[src/rtl/nlj_pkg.sv]
// Package for the nested loop join engine: word types, status and action codes,
// store sizes and derived widths. No dependencies.
`timescale 1ns / 1ps

package nlj_pkg;

  localparam int OUTER_ROWS = 256;
  localparam int INNER_ROWS = 256;

  // row index and count widths (a count must also hold the full size)
  localparam int OIDX_W = (OUTER_ROWS > 1) ? $clog2(OUTER_ROWS) : 1;
  localparam int IIDX_W = (INNER_ROWS > 1) ? $clog2(INNER_ROWS) : 1;
  localparam int OCNT_W = $clog2(OUTER_ROWS + 1);
  localparam int ICNT_W = $clog2(INNER_ROWS + 1);

  localparam logic [1:0] ACT_LOAD_OUTER = 2'd0;
  localparam logic [1:0] ACT_LOAD_INNER = 2'd1;
  localparam logic [1:0] ACT_NEXT       = 2'd2;
  localparam logic [1:0] ACT_CLEAR      = 2'd3;

  localparam logic [1:0] ST_DONE      = 2'd0;
  localparam logic [1:0] ST_MATCH     = 2'd1;
  localparam logic [1:0] ST_EXHAUSTED = 2'd2;
  localparam logic [1:0] ST_FULL      = 2'd3;

  localparam logic [1:0] MODE_CROSS = 2'd0;
  localparam logic [1:0] MODE_EQ    = 2'd1;
  localparam logic [1:0] MODE_NE    = 2'd2;

  typedef struct packed {
    logic [1:0]  action;
    logic [31:0] row_id;
    logic [63:0] row_key;
    logic [63:0] row_payload;
  } in_word_t;

  typedef struct packed {
    logic [1:0]  status;
    logic [31:0] match_rid;
    logic [63:0] outer_key;
    logic [63:0] outer_data;
    logic [63:0] inner_key;
    logic [63:0] inner_data;
  } out_word_t;

  typedef struct packed {
    logic [31:0] rid;
    logic [63:0] key;
    logic [63:0] pay;
  } outer_row_t;

  typedef struct packed {
    logic [63:0] key;
    logic [63:0] pay;
  } inner_row_t;

endpackage

[src/rtl/nlj_key_cmp.sv]
// Key compare unit: applies the join's compare mode to one key pair.
// Depends on nlj_pkg.
`timescale 1ns / 1ps

module nlj_key_cmp (
  input  logic [1:0]  mode,
  input  logic [63:0] key_a,
  input  logic [63:0] key_b,
  output logic        match
);
  import nlj_pkg::*;

  logic eq;

  assign eq = (key_a == key_b);

  always_comb begin
    unique case (mode)
      MODE_CROSS: match = 1'b1;
      MODE_NE:    match = !eq;
      default:    match = eq;  // equality mode, and the unused code
    endcase
  end

endmodule

[config.mk]
export PLATFORM = sky130hd
export DESIGN_NAME = nlj_key_cmp
export DESIGN_NICKNAME = d
export VERILOG_FILES = /design/src/rtl/nlj_pkg.sv /design/src/rtl/nlj_key_cmp.sv
export SDC_FILE = /design/constraint.sdc
export NUM_CORES = 1
export LEC_CHECK = 0
export BUFFER_PORTS_ARGS = -buffer_cell sky130_fd_sc_hd__buf_4
export CAP_MARGIN = 10
export CORE_ASPECT_RATIO = 0.9
export CORE_UTILIZATION = 25
export DETAILED_ROUTE_END_ITERATION = 8
export PLACE_DENSITY_LB_ADDON = 0.2
export SYNTH_ARGS = -nofsm -noshare
export SYNTH_HDL_FRONTEND = slang
export SYNTH_SLANG_ARGS = --single-unit
[constraint.sdc]
create_clock -name vclk -period 1
set_clock_uncertainty 0.05 [all_clocks]
set_input_delay 0.05 -clock vclk [all_inputs]
set_output_delay 0.05 -clock vclk [all_outputs]
set_load 0.02 [all_outputs]
---- Yosys cells after proc, flatten, opt, wreduce, memory -nomap -nowiden ----
Cells that the tools add are included.
cells by class
  shifts and indexed selects .............. 0
  bitwise gates (word level) .............. 0
  equality and inequality tests ........... 2
  divide/modulo/power cells ............... 0
  $add $sub $neg .......................... 0
  $mul .................................... 0
  magnitude comparators ................... 0
  muxes and demuxes ....................... 1
  reduce and logical (&&, ||, !) cells .... 2
operator list
  cell                                         number
  64-bit equality test                         1
  2-bit equality test (second input constant)  1
  2-bit logical NOT                            1
  1-bit case mux with 2 select lines           1
  1-bit logical NOT                            1
storage, ports and cells
  bits in latches ......................... 0
  memories kept ........................... 0
  output and inout bits ................... 1
  memory bits (read-only) ................. 0
  logic and storage cells ................. 5
  input bits .............................. 130
  register bits after elaboration ......... 0
  memory bits (writable) .................. 0

---- Logic depth before layout (Yosys ltp) ----
Gate-level depths: netlist of run 1.
  word-level depth ........................ 3
  mapped depth ............................ 5
  depth with buffers taken out ............ 5

---- Worst setup path after synthesis of run 1 ----
No wires, ideal clock.
  path type ............................... in2out
  start ................................... input port key_b[44]
  end ..................................... output port match
  stages on the path ...................... 5
  path slack .............................. -0.430 ns
  buffers on the path ..................... 0
  data arrival time ....................... 1.330 ns
  data required time ...................... 0.900 ns
  cells stage by stage .................... xor2_1 nor4_1 nand4_1 nor4_2 mux2i_1
between the ends
  word-level cells in the longest chain between the ends .. 3
ends and longest elaborated chain
  what                                    line               text
  start, declared                         nlj_key_cmp.sv:8   input logic [63:0] key_b,
  64-bit equality test (*)                nlj_key_cmp.sv:15  assign eq = (key_a == key_b);
  1-bit logical NOT                       nlj_key_cmp.sv:20  MODE_NE: match = !eq;
  1-bit case mux with 2 select lines (*)  nlj_key_cmp.sv:18  unique case (mode)
  end, declared                           nlj_key_cmp.sv:9   output logic match
Every way passes the cells marked *; elsewhere a longest branch is shown, timed or not.

---- Worst setup path after layout of run 1 ----
  start ................................... input port key_b[59]
  end ..................................... output port match
Same word-level chain as after synthesis.

==> results of run 1 <==
-- cell usage in the layout (no fill, tap or decap) --
| cell | synthesis | layout |
|---|---|---|
| buf_4 | 0 | 122 |
| buf_6 | 0 | 9 |
| nor2b_1 | 1 | 1 |
| nor4_2 | 1 | 5 |
| xor2_1 | 64 | 63 |
| nand4_1 | 4 | 4 |
| xor2_2 | 0 | 1 |
| nor4_1 | 16 | 12 |
| mux2i_2 | 0 | 1 |
-- worst min-delay path, stage by stage --
cell	delay [ps]
buf_4	90
mux2i_2	50
buf_4	150
-- cell families (layout without fill, tap and decap cells) --
group,count (synthesis),after routing
simple gates,22,22
mux,1,1
xor+xnor,64,64
buf+inv,0,131
-- worst paths after layout --
kind / slack [ps] / to / cells after the start
max: -610 / match / 7
min: 340 / match / 3
-- layer usage --
metal / track usage (%) / wire, um
met3: 2.222 / 308
met5: 0 / 0
met2: 41.19 / 1829
met1: 13.85 / 758
met4: 1.984 / 19
-- synthesized netlist by cell type --
library cell | n | area, um^2
mux2i_1 | 1 | 10.01
nand4_1 | 4 | 25.02
nor2b_1 | 1 | 6.260
nor4_1 | 16 | 100.1
nor4_2 | 1 | 12.51
xor2_1 | 64 | 560.5
-- power by group --
group          leakage (nW)  total (W)  switching, W  internal [W]
registers                 0          0             0             0
logic                 0.932   0.000677      0.000219      0.000458
clock network             0          0             0             0
total                 0.932   0.000677      0.000219      0.000458
-- stage by stage --
stage / power (W) / worst slack [ps]
detailed placement: 0.0006530 / -662.2
floorplan: 0.0001878 / -388.7
CTS: 0.0006593 / -656.3
finish: 0.0006768 / -607.9
global route: 0.0007305 / -701.2
global placement: 0.0006293 / -642.1
-- cell type report --
cell class	count	area share [%]
timing repair buffer	131	55.95
multi-input combinational	87	41.29
tap	40	2.753
-- repair_timing --
item / 4_1_cts / 5_1_grt
gates resized for setup: 3 / 11
pin swaps: 5 / 10
endpoints found under the hold margin: 0 / 0
setup endpoints to repair: 1 / 1
==> results_dict.tcl, run 1 <==
set metrics [dict create \
    utilization_pct 66.71 \
    max_slew_margin_pct 79.81 \
    drt_iter0_drc 14 \
    tightestPinTransition_ps 300.1 \
    yosys.area_share.adder_pct 0 \
    worstHoldStart "mode[0]" \
    gp_congestion 0.7000 \
    syn_nets 217 \
    drt.antenna.violating_nets 0 \
    antennaDiodeCount 0 \
    cts_hold_buf 0 \
    routedWlPerCell_um 11.30 \
    regArea_um2 0 \
    yosysWarnings 0 \
    gr-usage-all-layers_pct 16.92 \
    synth_top_family_by_area "XOR/XNOR gates" \
    cpMaxStageDelayCell "nor4_1" \
    synth_cell_types 6 \
    status "finished, violations left" \
    drive_gt1_share_pct 63.30 \
    grt_max_degree 3 \
    core_area_mm2 0.002725 \
    drt_first_pass_iters 6 \
    num_rows 18 \
    crit_path_start_kind "primary input" \
    pin_count 131 \
    tns_ps -607.9 \
    power.density_mw_per_mm2 372.3 \
    avgViaCountPerCell 4.395 \
    critPathKind "primary input to output port" \
    nets 350 \
    dp.cells 258 \
    yosys.area_share.simple_pct 20.14 \
    period_needed_ps 1608 \
    end_kind "output port" \
    grt_pass1_vias 1102 \
    rsz0062_at_grt "true" \
    multi_input_area_um2 750.7 \
    critPathMostFrequentCell "buf_4" \
    grt_overflow_total 0 \
    synth.avg_cell_area_um2 8.212 \
    dp_hpwl_um 2668 \
    synth-xor-area-share_pct 78.46 \
    die_h_um 52.72 \
    hold_slack_ps 342.8 \
    slowest_delay_ps 330 \
    netlist_area_um2 714.4 \
    startpoint "key_b[59]" \
    dieArea_mm2 0.003076 \
    period_share_pct 160.8 \
    syn2layout_area_growth_pct 154.5 \
    synth.area.mux_share_pct 1.401 \
    seq_cells 0 \
    n_clock_buffer 0 \
    crit_buf_inv 2 \
    design_area_mm2 0.001818 \
    hold_viol_final 0 \
    setup_violations 1 \
    die-width_um 58.35 \
    violations "setup timing" \
    cp_top_family "simple AND/OR/NAND/NOR gates" \
    worstPathArrival_ps 1510 \
    grt_first_pass_wirelength_um 4119 \
    antenna_found_initial 0 \
    worstHoldPathType "primary input to output port" \
    synth-compound-area-share_pct 0 \
    cp.required_ps 900 \
    peakVddDrop_v 0.0002070 \
    slew_violations 0 \
    cap_violations 0 \
    place_area_mm2 0.001752 \
    setup_ws_ps -607.9 \
    initial_utilization_pct 26.22 \
    p_leak_nw 0.9325 \
    num_vias 1134 \
    postCtsSetupBuffers 0 \
    wirelength_um 2916 \
    ys_seq_area_share_pct 0 \
    cp_max_fo 1 \
    port_buffers 131 \
    crit_chain "buf_4 > xor2_1 > nor4_1 > nand4_1 > nor4_2 > mux2i_2 > buf_4" \
    syn_inst 87 \
    clock.fmax_mhz 621.9 \
    fillCellCount 242 \
    drc_errors 0 \
    fin_cells 258 \
]
Power figures use the tool's default switching activity.
==> run 2, diff against run 1 <==
--- a/config.mk
+++ b/config.mk
@@ -11,6 +11,7 @@
 export CORE_UTILIZATION = 25
 export DETAILED_ROUTE_END_ITERATION = 8
 export PLACE_DENSITY_LB_ADDON = 0.2
+export REMOVE_ABC_BUFFERS = 1
 export SYNTH_ARGS = -nofsm -noshare
 export SYNTH_HDL_FRONTEND = slang
 export SYNTH_SLANG_ARGS = --single-unit
==> run 2 against run 1 <==
Compared with the run above: the flow still finishes with violations (setup timing); utilization decreased by 0.23 points; sequential share of layout area did not move; count of clock-buffer cells in the layout unchanged; first-iteration DRC count shrank 57%; power fell by 1.2%; routed wire length fell by 3.6%; flip-flop and latch count stayed put; fmax is 4.6% higher; critical path type unchanged; highest routed layer unchanged.
==> results_dict.tcl, run 2 (synthesis gave the netlist of run 1 again) <==
set metrics [dict create \
    status "finished, violations left" \
    violations "setup timing" \
    crit_buf_inv 2 \
    critPathMostFrequentCell "buf_4" \
    hold_slack_ps 339.5 \
    drc_errors 0 \
    setup_ws_ps -537.4 \
    drive_gt1_share_pct 62.39 \
    seqPwrFrac_pct 0 \
    dp_hpwl_um 2590 \
    pin_count 131 \
    postCtsSetupBuffers 0 \
    drt_iter0_drc 6 \
    core_area_mm2 0.002725 \
    grt_first_pass_wirelength_um 3684 \
    die_h_um 52.72 \
    num_rows 18 \
    pwr-share-clk_pct 0 \
    n_clock_buffer 0 \
    p_leak_nw 0.9304 \
    final_cell_mix "buf_4 (121), xor2_1 (63), nor4_1 (13), buf_6 (10)" \
    crit_chain "buf_4 > xor2_1 > nor4_1 > nand4_1 > nor4_2 > mux2i_1 > buf_4" \
    antennaDiodeCount 0 \
    wirelength_um 2812 \
    setup_violations 1 \
    switching_power_w 0.0002118 \
    initial_utilization_pct 26.22 \
    syn2layout_area_growth_pct 153.6 \
    hold_viol_final 0 \
    cp.required_ps 900 \
    gp_congestion 0.7107 \
    slowest_delay_ps 320 \
    grt_max_degree 3 \
    power.density_mw_per_mm2 369.1 \
    clock.fmax_mhz 650.5 \
    peakVddDrop_v 0.0001901 \
    worstHoldPathType "primary input to output port" \
    crit_path_start_kind "primary input" \
    seq_cells 0 \
    routedWlPerCell_um 10.90 \
    rsz0062_at_grt "true" \
    critPathKind "primary input to output port" \
    slew_violations 0 \
    cts_hold_buf 0 \
    port_buffers 131 \
    cap_violations 0 \
    comb_power_share_pct 100.0 \
    cpMaxStageDelayCell "nor4_2" \
    utilization_pct 66.48 \
    antenna_found_initial 0 \
    fillCellCount 248 \
    num_vias 1115 \
    period_share_pct 153.7 \
    cp_max_fo 1 \
    worstPathArrival_ps 1440 \
    grt_overflow_total 0 \
    final_common_cell "buf_4" \
    period_needed_ps 1537 \
    dieArea_mm2 0.003076 \
    tightestPinTransition_ps 294.9 \
    drt.antenna.violating_nets 0 \
    avgViaCountPerCell 4.322 \
    grt_pass1_vias 977 \
    end_kind "output port" \
    swShare_pct 31.67 \
    nets 350 \
    die-width_um 58.35 \
    gr-usage-all-layers_pct 15.30 \
    regArea_um2 0 \
    cp_top_family "simple AND/OR/NAND/NOR gates" \
    intPower_w 0.0004570 \
    drt_first_pass_iters 4 \
    dp_slack_ps -624.1 \
    max_slew_margin_pct 80.16 \
]
-- run 2: cell counts in the layout (fill, tap and decap cells not counted) --
Identical to the previous run, type by type.
-- run 2: final cells by class --
class / count / area, um^2 / share of cell area [%]
multi-input cells: 87 / 740.7 / 40.88
repair buffers: 131 / 1021 / 56.35
well taps: 40 / 50.05 / 2.762
-- run 2: routing by layer --
| metal | vias up | wire (um) | GRT usage [%] |
|---|---|---|---|
| met3 | 2 | 300 | 1.975 |
| li1 | 565 | - | - |
| met2 | 69 | 1734 | 36.78 |
| met4 | 0 | 27 | 1.587 |
| met5 | - | 0 | 0 |
| met1 | 479 | 751 | 12.99 |
-- run 2: per-stage QoR --
stage	TNS (ps)	total power, W	cells	area (um^2)
floorplan	-430.1	0.0001865	87	714.4
global placement	-602.9	0.0006264	258	1748
detailed placement	-624.1	0.0006455	258	1748
CTS	-572.1	0.0006602	258	1777
global route	-649.0	0.0007181	258	1812
finish	-537.4	0.0006688	258	1812
-- run 2: repair_timing --
action | 4_1_cts | 5_1_grt
pin swaps | 12 | 9
hold endpoints to repair | 0 | 0
endpoints found under the setup margin | 1 | 1
gates resized for setup | 7 | 7
-- run 2: power groups by stage --
| stage | Clock, W | Sequential [W] | Combinational, W |
|---|---|---|---|
| after global placement | 0 | 0 | 0.000626 |
| after detailed placement | 0 | 0 | 0.000646 |
| after global routing | 0 | 0 | 0.000718 |
| after CTS | 0 | 0 | 0.000660 |
| final | 0 | 0 | 0.000669 |
| after floorplan | 0 | 0 | 0.000187 |
-- run 2: worst paths after layout --
check             slack (ps)     to       from  cells after the start
hold / removal           340  match    mode[0]                      3
setup / recovery        -540  match  key_b[18]                      7
==> run 3, diff against run 2 <==
--- a/config.mk
+++ b/config.mk
@@ -8,10 +8,12 @@
 export BUFFER_PORTS_ARGS = -buffer_cell sky130_fd_sc_hd__buf_4
 export CAP_MARGIN = 10
 export CORE_ASPECT_RATIO = 0.9
-export CORE_UTILIZATION = 25
+export CORE_UTILIZATION = 30
 export DETAILED_ROUTE_END_ITERATION = 8
+export GPL_TIMING_DRIVEN = 1
 export PLACE_DENSITY_LB_ADDON = 0.2
 export REMOVE_ABC_BUFFERS = 1
+export SETUP_SLACK_MARGIN = 0.4
 export SYNTH_ARGS = -nofsm -noshare
 export SYNTH_HDL_FRONTEND = slang
 export SYNTH_SLANG_ARGS = --single-unit
==> constraint.sdc (replaced) <==
create_clock -name vclk -period 2
set_clock_uncertainty 0.05 [all_clocks]
set_input_delay 0.1 -clock vclk [all_inputs]
set_output_delay 0.1 -clock vclk [all_outputs]
set_load 0.02 [all_outputs]
==> run 3 against run 2 <==
Compared with the run above: the run now ends clean; utilization increased by 13 points; die area shrank 16%; routed wire length rose by 4.3%; worst setup slack improved by 840 ps; via count grew 1.2%; critical path depth unchanged; sequential share of layout area unchanged; non-clock buffer count unchanged; largest cell class unchanged; largest power group unchanged.
==> results_dict.tcl, run 3 (synthesis gave the netlist of run 1 again) <==
set metrics [dict create \
    status "completed" \
    port_buffers 131 \
    tns_ps 0 \
    dp_slack_ps 305.8 \
    setup_violations 0 \
    worstHoldStart "mode[0]" \
    cp_max_fo 1 \
    grt_max_degree 3 \
    clock.fmax_mhz 590.2 \
    num_rows 16 \
    num_vias 1128 \
    cp.required_ps 1850 \
    min_path_cells 3 \
    worstPathArrival_ps 1540 \
    pin_count 131 \
    crit_path_start_kind "primary input" \
    final_common_cell "buf_4" \
    gr-usage-all-layers_pct 19.60 \
    power.density_mw_per_mm2 188.5 \
    swShare_pct 33.02 \
    drc_errors 0 \
    dp_hpwl_um 2681 \
    drt_first_pass_iters 2 \
    avgViaCountPerCell 4.604 \
    syn2layout_area_growth_pct 147.5 \
    tightestPinTransition_ps 289.6 \
    hold_viol_final 0 \
    end_kind "output port" \
    switching_power_w 0.0001101 \
    p_total_w 0.0003333 \
    grt_overflow_total 0 \
    postCtsSetupBuffers 0 \
    place_area_mm2 0.001732 \
    final_cell_mix "buf_4 (130), xor2_1 (63), nor4_1 (12), nor4_2 (5), nand4_1 (4)" \
    routedWlPerCell_um 11.97 \
    core_area_mm2 0.002222 \
    antennaDiodeCount 0 \
    regArea_um2 0 \
    wirelength_um 2933 \
    peakVddDrop_v 0.0001347 \
    die-width_um 53.44 \
    drt_iter0_drc 4 \
    holdPathEnd "match" \
    design_area_mm2 0.001768 \
    rsz0062_at_grt "true" \
    initial_utilization_pct 32.15 \
    nets 350 \
    antenna_found_initial 0 \
    critPathKind "primary input to output port" \
    period_needed_ps 1694 \
    p_leak_nw 0.9196 \
    worstHoldPathType "primary input to output port" \
    comb_power_share_pct 100.0 \
    die_h_um 48.30 \
    period_share_pct 84.71 \
    seqPwrFrac_pct 0 \
    drive_gt1_share_pct 62.84 \
    grt_pass1_vias 1014 \
    intPower_w 0.0002232 \
    slew_violations 0 \
    gp_congestion 0.6373 \
    cap_violations 0 \
    dieArea_mm2 0.002581 \
    cts_hold_buf 0 \
    max_slew_margin_pct 80.52 \
    setup_ws_ps 305.7 \
    grt_first_pass_wirelength_um 3760 \
    n_clock_buffer 0 \
    pwr-share-clk_pct 0 \
    seq_cells 0 \
    drt.antenna.violating_nets 0 \
]
[run 3: cell count changes in the layout (fill, tap and decap cells not counted)]
cell    before  now
buf_4      121  130
buf_6       10    1
nor4_1      13   12
nor4_2       4    5
[run 3: through the flow]
stage / utilization, % / hold slack (ps) / std cells
2_1_floorplan: - / 290.6 / 87
3_3_place_gp: 77.93 / 443.2 / 245
4_1_cts: 77.93 / 444.7 / 245
5_1_grt: 79.56 / 461.5 / 245
6_report: 79.56 / 442.8 / 245
3_5_place_dp: 77.93 / 441.2 / 245
[run 3: how the worst max path moves through the flow]
stage / startpoint / end / slack, ps / cells after the start
floorplan: key_b[44] / match / 470 / 5
global placement: key_b[18] / match / 290 / 7
CTS: key_b[18] / match / 300 / 7
global route: key_a[10] / match / 210 / 7
detailed placement: key_b[18] / match / 310 / 7
finish: key_a[10] / match / 310 / 7
[run 3: power by group through the flow]
stage	clock network (W)	registers (W)	logic, W
6_report	0	0	0.000333
5_1_grt	0	0	0.000360
4_1_cts	0	0	0.000325
3_5_place_dp	0	0	0.000324
3_3_place_gp	0	0	0.000311
2_1_floorplan	0	0	0.0000933
[run 3: area by class of cell]
class / instances / area (um^2)
fillers: 155 / 454.2
well taps: 27 / 33.78
repair buffers: 131 / 987.2
multi-input cells: 87 / 747.0
[run 3: what timing repair did]
item,CTS,global route
pin swaps,0,6
endpoints found under the hold margin,0,0
resized for setup,0,6
endpoints found under the setup margin,1,1
[run 3: routing by layer]
layer | vias up | share of wire, % | global-route usage [%]
li1 | 565 | - | -
met1 | 497 | 26 | 17.40
met2 | 66 | 64 | 48.00
met3 | 0 | 10 | 1.869
met4 | 0 | 0 | 1.053
met5 | - | 0 | 0
[run 3: worst max-delay path: stages]
cell and delay, ps:
buf_6 100, xor2_2 160, nor4_2 300, nand4_1 170, nor4_2 330, mux2i_1 220
buf_4 160
